### src/rtl/pcc_pkg.sv
// Shared constants, types and the arctangent table of the polar/Cartesian converter.
package pcc_pkg;

   localparam int ITERATIONS_DEFAULT = 16;
   localparam int ANG_STEPS          = 24;
   localparam int IN_W               = 16;
   localparam int OUT_W              = 17;
   localparam int FRAC_W             = 16;
   // Coordinates in Q.16 need 34 bits at full gain; two bits of margin.
   localparam int COORD_W            = 36;
   // Binary angle of 32 bits plus headroom for the signed residual.
   localparam int ANGLE_W            = 34;
   localparam int GAIN_Q30           = 652032874;
   localparam int GAIN_W             = 31;
   localparam int GAIN_SHIFT         = 46;
   localparam int SPLIT_W            = 18;
   localparam int OUT_LIMIT          = 46341;

   typedef enum logic {
      OP_TO_POLAR = 1'b0,
      OP_TO_CART  = 1'b1
   } opcode_type;

   typedef struct packed {
      opcode_type                 mode;
      logic                       undef;
      logic signed [COORD_W-1:0]  x;
      logic signed [COORD_W-1:0]  y;
      logic signed [ANGLE_W-1:0]  z;
   } rot_state_type;

   // atan(2^-i) in units of 2*pi / 2^32, rounded to nearest.
   function automatic logic [31:0] arc_of(input int idx);
      logic [31:0] arc;
      case (idx)
         0:  arc = 32'd536870912;
         1:  arc = 32'd316933406;
         2:  arc = 32'd167458907;
         3:  arc = 32'd85004756;
         4:  arc = 32'd42667331;
         5:  arc = 32'd21354465;
         6:  arc = 32'd10679838;
         7:  arc = 32'd5340245;
         8:  arc = 32'd2670163;
         9:  arc = 32'd1335087;
         10: arc = 32'd667544;
         11: arc = 32'd333772;
         12: arc = 32'd166886;
         13: arc = 32'd83443;
         14: arc = 32'd41722;
         15: arc = 32'd20861;
         16: arc = 32'd10430;
         17: arc = 32'd5215;
         18: arc = 32'd2608;
         19: arc = 32'd1304;
         20: arc = 32'd652;
         21: arc = 32'd326;
         22: arc = 32'd163;
         23: arc = 32'd81;
         default: arc = 32'd0;
      endcase
      return arc;
   endfunction

endpackage

### src/rtl/pcc_rot_stage.sv
// One registered CORDIC micro-rotation stage with its own valid bit.
module pcc_rot_stage import pcc_pkg::*; #(
   parameter int STAGE = 0
) (
   input  logic           clock,
   input  logic           reset,
   input  logic           in_valid,
   input  rot_state_type  in_state,
   output logic           up_take,
   input  logic           dn_take,
   output logic           out_valid,
   output rot_state_type  out_state
);

   logic                       valid_ff;
   rot_state_type              state_ff;
   rot_state_type              state_in;
   logic signed [COORD_W-1:0]  xs;
   logic signed [COORD_W-1:0]  ys;
   logic signed [COORD_W-1:0]  sa;
   logic signed [COORD_W-1:0]  sb;
   logic signed [ANGLE_W-1:0]  arc;
   logic                       ccw;

   assign up_take = !valid_ff || dn_take;

   always_comb begin
      xs  = in_state.x;
      ys  = in_state.y;
      sa  = xs >>> STAGE;
      sb  = ys >>> STAGE;
      arc = {{(ANGLE_W-32){1'b0}}, arc_of(STAGE)};
      // Vectoring drives y toward zero; rotation drives the residual angle toward zero.
      if (in_state.mode == OP_TO_CART) begin
         ccw = !in_state.z[ANGLE_W-1];
      end else begin
         ccw = ys[COORD_W-1];
      end
      state_in = in_state;
      if (ccw) begin
         state_in.x = xs - sb;
         state_in.y = ys + sa;
         state_in.z = in_state.z - arc;
      end else begin
         state_in.x = xs + sb;
         state_in.y = ys - sa;
         state_in.z = in_state.z + arc;
      end
   end

   always_ff @(posedge clock) begin
      if (reset) begin
         valid_ff <= 1'b0;
      end else if (up_take) begin
         valid_ff <= in_valid;
      end
      if (up_take) begin
         state_ff <= state_in;
      end
   end

   assign out_valid = valid_ff;
   assign out_state = state_ff;

endmodule

### config.mk
export PLATFORM = sky130hd
export DESIGN_NAME = pcc_rot_stage
export DESIGN_NICKNAME = d
export VERILOG_FILES = /design/src/rtl/pcc_pkg.sv /design/src/rtl/pcc_rot_stage.sv
export SDC_FILE = /design/constraint.sdc
export NUM_CORES = 1
export LEC_CHECK = 0
export ABC_AREA = 1
export BUFFER_PORTS_ARGS = -buffer_cell sky130_fd_sc_hd__buf_4
export CAP_MARGIN = 20
export CELL_PAD_IN_SITES_DETAIL_PLACEMENT = 2
export CELL_PAD_IN_SITES_GLOBAL_PLACEMENT = 2
export CORE_MARGIN = 8
export CORE_UTILIZATION = 33
export CTS_CLUSTER_DIAMETER = 120
export DETAILED_ROUTE_END_ITERATION = 8
export GPL_TIMING_DRIVEN = 0
export HOLD_SLACK_MARGIN = 0.1
export PLACE_DENSITY = 0.9
export SLEW_MARGIN = 20
export SYNTH_ARGS = -nofsm -noshare
export SYNTH_HDL_FRONTEND = slang
export SYNTH_SLANG_ARGS = --single-unit
### constraint.sdc
create_clock -name clock -period 4.9 [get_ports clock]
set_clock_uncertainty 0.1 [all_clocks]
set_input_delay 0.49 -clock clock [delete_from_list [all_inputs] [get_ports clock]]
set_output_delay 0.49 -clock clock [all_outputs]
set_load 0.03 [all_outputs]
**After elaboration in Yosys (flattened, before gate mapping)**

Cells that the tools add are included.

- Register bits: 109
- Bits of input ports: 112
- Output and inout port bits: 110

- Add/sub/neg operators: 5
- Multiplexer cells: 2
- Reduce and logical (&&, ||, !) cells: 3

Operators with widths:

| cell | number |
|---|---|
| $mux W106 | 1 |
| $sub A36 B36 Y36 | 2 |
| $add A36 B36 Y36 | 1 |
| $add A34 B31 Y34 const B | 1 |
| $sub A34 B31 Y34 const B | 1 |
| $logic_not A1 Y1 | 2 |
| $logic_or A1 B1 Y1 | 1 |
| $mux W1 | 1 |

**Logic depth before layout (Yosys ltp)**

- Word-level depth: 3
- Gate-level depth with buffers: 17
- Depth with buffers taken out: 16

**Worst setup path after synthesis**

Ideal clock, no wire load.

- Path type: reg-to-reg
- Start point: reg valid_ff, in the netlist out_valid
- End point: reg state_ff, in the netlist out_state[0], enable pin
- Arrival: 2476 ps
- Path slack: 1288 ps
- Stages on the path, launching flop included: 2
- Path buffers: 0
- Path through: dfxtp_1 nand2_1

- Longest elaborated chain between the ends: 2

RTL lines:

| what | RTL line | text |
|---|---|---|
| start, declared | pcc_rot_stage.sv:15 | `logic valid_ff;` |
| start signal, assigned | pcc_rot_stage.sv:55 | `valid_ff <= in_valid;` |
| $logic_not A1 Y1 | pcc_rot_stage.sv:25 | `assign up_take = !valid_ff \|\| dn_take;` |
| $logic_or A1 B1 Y1 | pcc_rot_stage.sv:25 |  |
| named net up_take | pcc_rot_stage.sv:9 | `output logic up_take,` |
| end signal, assigned | pcc_rot_stage.sv:58 | `state_ff <= state_in;` |
| end, declared | pcc_rot_stage.sv:16 | `rot_state_type state_ff;` |

The timed path passes the listed nets, and every way through them passes these cells.
A chain may end at the register's enable or synchronous reset.

==> impl_metrics.tcl <==
set metrics [dict create \
    status "finished, final reports clean" \
    power_mw 3.91 \
    cts_root_buf "clkbuf_16" \
    clock_latency_ns 0.38 \
    crit_chain "buf_4 -> inv_1 -> ha_1 -> fa_1 -> o21bai_1 -> nand2_1 -> nand2_1 -> nand2_1 -> nand2_1 -> nand2_1 -> nand2_1 -> nand2_1 -> nand3_1 -> nand2_1" \
    wl_mm 53.5 \
    fmax_mhz 372 \
    critPathBufInv 2 \
    final_cells 2410 \
    drc 0 \
    slowest_delay_ns 0.52 \
    slew_headroom 0.329 \
    vdd_drop_max_v 0.000168 \
    cts_tree "done" \
    grt_pass1_vias 14032 \
    synth_top_cell_by_area "edfxtp_1" \
    dieWidth_um 203 \
    finalSetupTns_ns 0 \
    ctsHoldBuffers 0 \
    final_area_um2 14100 \
    hold_viol 0 \
    synthTopCellsByArea "edfxtp_1 28%, nand2_1 17%, ha_1 12%" \
    post_cts_buffers 0 \
    io_pins 222 \
    synthMuxAreaShare 0.00174 \
    dieHeight_um 203 \
    crit_required_ns 4.95 \
    grt-ovfl-total 0 \
    path_common_cell "nand2_1" \
    drive_above_1_share 0.171 \
    clockPowerShare 0.201 \
    cts_buffers 9 \
    globalRouteTotalUtil 0.256 \
    grt_max_degree 47 \
    io_buffer_count 221 \
    clkTransAtPathRegs_ns 0.09 \
    internal_power_mw 2.15 \
    max_slew.worst_pin.slew_ns 1.01 \
    placedCellCount 2394 \
    post_cts_resized 0 \
    setup_ws_ns 2.21 \
    drt_pre_antenna_iters 5 \
    synth_area_um2 11500 \
    wl_per_cell_um 22.2 \
    clock_path_buffers 2 \
    synth_top_family_by_area "simple AND/OR/NAND/NOR gates" \
    vias 12496 \
    finish.utilization 0.408 \
    worstSetupEndpointType "flop" \
    powerDensity_nw_per_um2 278 \
    hpwl_mm 45.7 \
    hold_slack_ns 0.165 \
    place.gp.congestion 0.918 \
    nNetsFinal 2178 \
    synth.yosys.warnings 0 \
    path_delay_family "simple AND/OR/NAND/NOR gates" \
    synth_fa_ha_area_frac 0.129 \
    switchingPower_mw 1.76 \
    ys_types 41 \
    die-area_um2 41000 \
    worstPathArrival_ns 2.74 \
    yosysSeqAreaShare 0.281 \
    critPathKind "in -> reg" \
    fp-row-count 68 \
    synth_xor_area_frac 0.0305 \
    setup_violations 0 \
    seqPwrFrac 0.319 \
    p_comb_frac 0.480 \
    swShare 0.450 \
    cts_sinks 108 \
    synth-simple-area-share 0.319 \
    synthesis.nets 1944 \
    ant_nets 0 \
    synth.avg_cell_area_um2 6.69 \
    cp_slowest_cell "fa_1" \
    antenna_found_initial 0 \
    setup.worst_path.start_class "input port" \
    grt_pass1_wl_mm 81.0 \
    dpl_cell_area_um2 13800 \
    synth_edf_count 107 \
    fin_crit_sh 0.549 \
    period_needed_ns 2.69 \
    yosysTopAreaCellShare 0.280 \
    rsz0062_at_grt "false" \
    avgViaCountPerCell 5.19 \
    p_leak_nw 7.33 \
    start_util 0.333 \
    synth-seq-cells 108 \
    diodes 0 \
    cp_max_fo 3 \
    htree_levels 3 \
    syn_inst 1716 \
    drv_cap 0 \
    area_growth_pct 22.4 \
    dr.first_iter.drc_count 556 \
    ys.flop_type "edfxtp_1" \
    drv_slew 0 \
    hp-class "in -> reg" \
    dp_slack_ns 1.81 \
    coreArea_um2 34500 \
    synthArstFlopShare 0 \
    synth-compound-area-share 0.115 \
]
-- state kept, by name, summed over array words and instances (netlist names) --
name,flops
out_state,107
out_valid,1
-- cell usage after synthesis, types with 2 or more instances --
cell	count
nand2_1	512
inv_1	289
nand3_1	141
nor2_1	128
a21oi_1	127
ha_1	112
edfxtp_1	107
o21ai_0	77
xor2_1	37
buf_4	17
nor2_2	16
o21bai_1	16
nand2_2	13
and2_1	12
nor3_1	12
buf_2	11
nand4_1	10
buf_6	8
nand3_2	8
clkbuf_1	7
inv_2	7
a31oi_1	6
o21ai_1	6
fa_1	4
o21ai_2	4
a21oi_2	3
nand3b_1	3
o21a_1	3
o22ai_1	3
xnor2_1	3
mux2i_1	2
nor3_2	2
or2_2	2
-- power by group through the flow --
stage | Clock [mW] | Combinational [mW] | Sequential [mW]
floorplan | 0 | 0.806 | 1.57
global placement | 0 | 1.78 | 1.26
detailed placement | 0 | 1.86 | 1.27
CTS | 0.808 | 1.87 | 1.25
global route | 0.832 | 2.02 | 1.26
finish | 0.786 | 1.88 | 1.25
-- cell type report --
cell class	count	area, µm²
multi-input cells	1268	6850
clock inverters	7	67.6
inverters	296	1110
fillers	4207	20400
plain buffers	44	304
clock buffers	9	225
repair buffers	223	1700
flip-flops and latches	108	3230
well taps	455	569
-- kinds of logic (layout without fill, tap and decap cells) --
family / count (synthesis) / after routing
buffers and inverters: 340 / 579
adders and majority gates: 116 / 116
AOI/OAI and AO/OA: 246 / 246
and+or+nand+nor: 864 / 864
muxes: 2 / 2
DFF: 108 / 108
xor gates and xnor gates: 40 / 40
-- routing by layer --
metal  wire, µm  GRT usage  vias to the layer above
met5          0          0                        -
li1           -          -                     5916
met4       1870      0.103                        0
met1      22900      0.307                     6172
met3       2390     0.0363                       90
met2      26300      0.456                      318
-- cell usage in the layout (no fill, tap or decap), types with 16 or more instances in the layout --
| master | n |
|---|---|
| edfxtp_1 | 107 |
| xor2_1 | 37 |
| nor2_2 | 16 |
| o21ai_0 | 77 |
| nand2_1 | 511 |
| buf_4 | 238 |
| nor2_1 | 128 |
| o21bai_1 | 16 |
| inv_1 | 289 |
| ha_1 | 112 |
| a21oi_1 | 127 |
| nand3_1 | 141 |
-- final timing paths --
check                              start                      end  slack, ns  cells past startpoint
setup / recovery            in_state[34]  out_state[66]$_DFFE_PP_       2.21                     14
hold / removal                     reset   out_valid$_SDFFE_PP0P_       0.17                      2
hold reg to reg   out_valid$_SDFFE_PP0P_  out_state[99]$_DFFE_PP_       0.71                      1
setup reg to reg  out_valid$_SDFFE_PP0P_   out_state[9]$_DFFE_PP_       3.53                      2
Power figures use the tool's default switching activity.
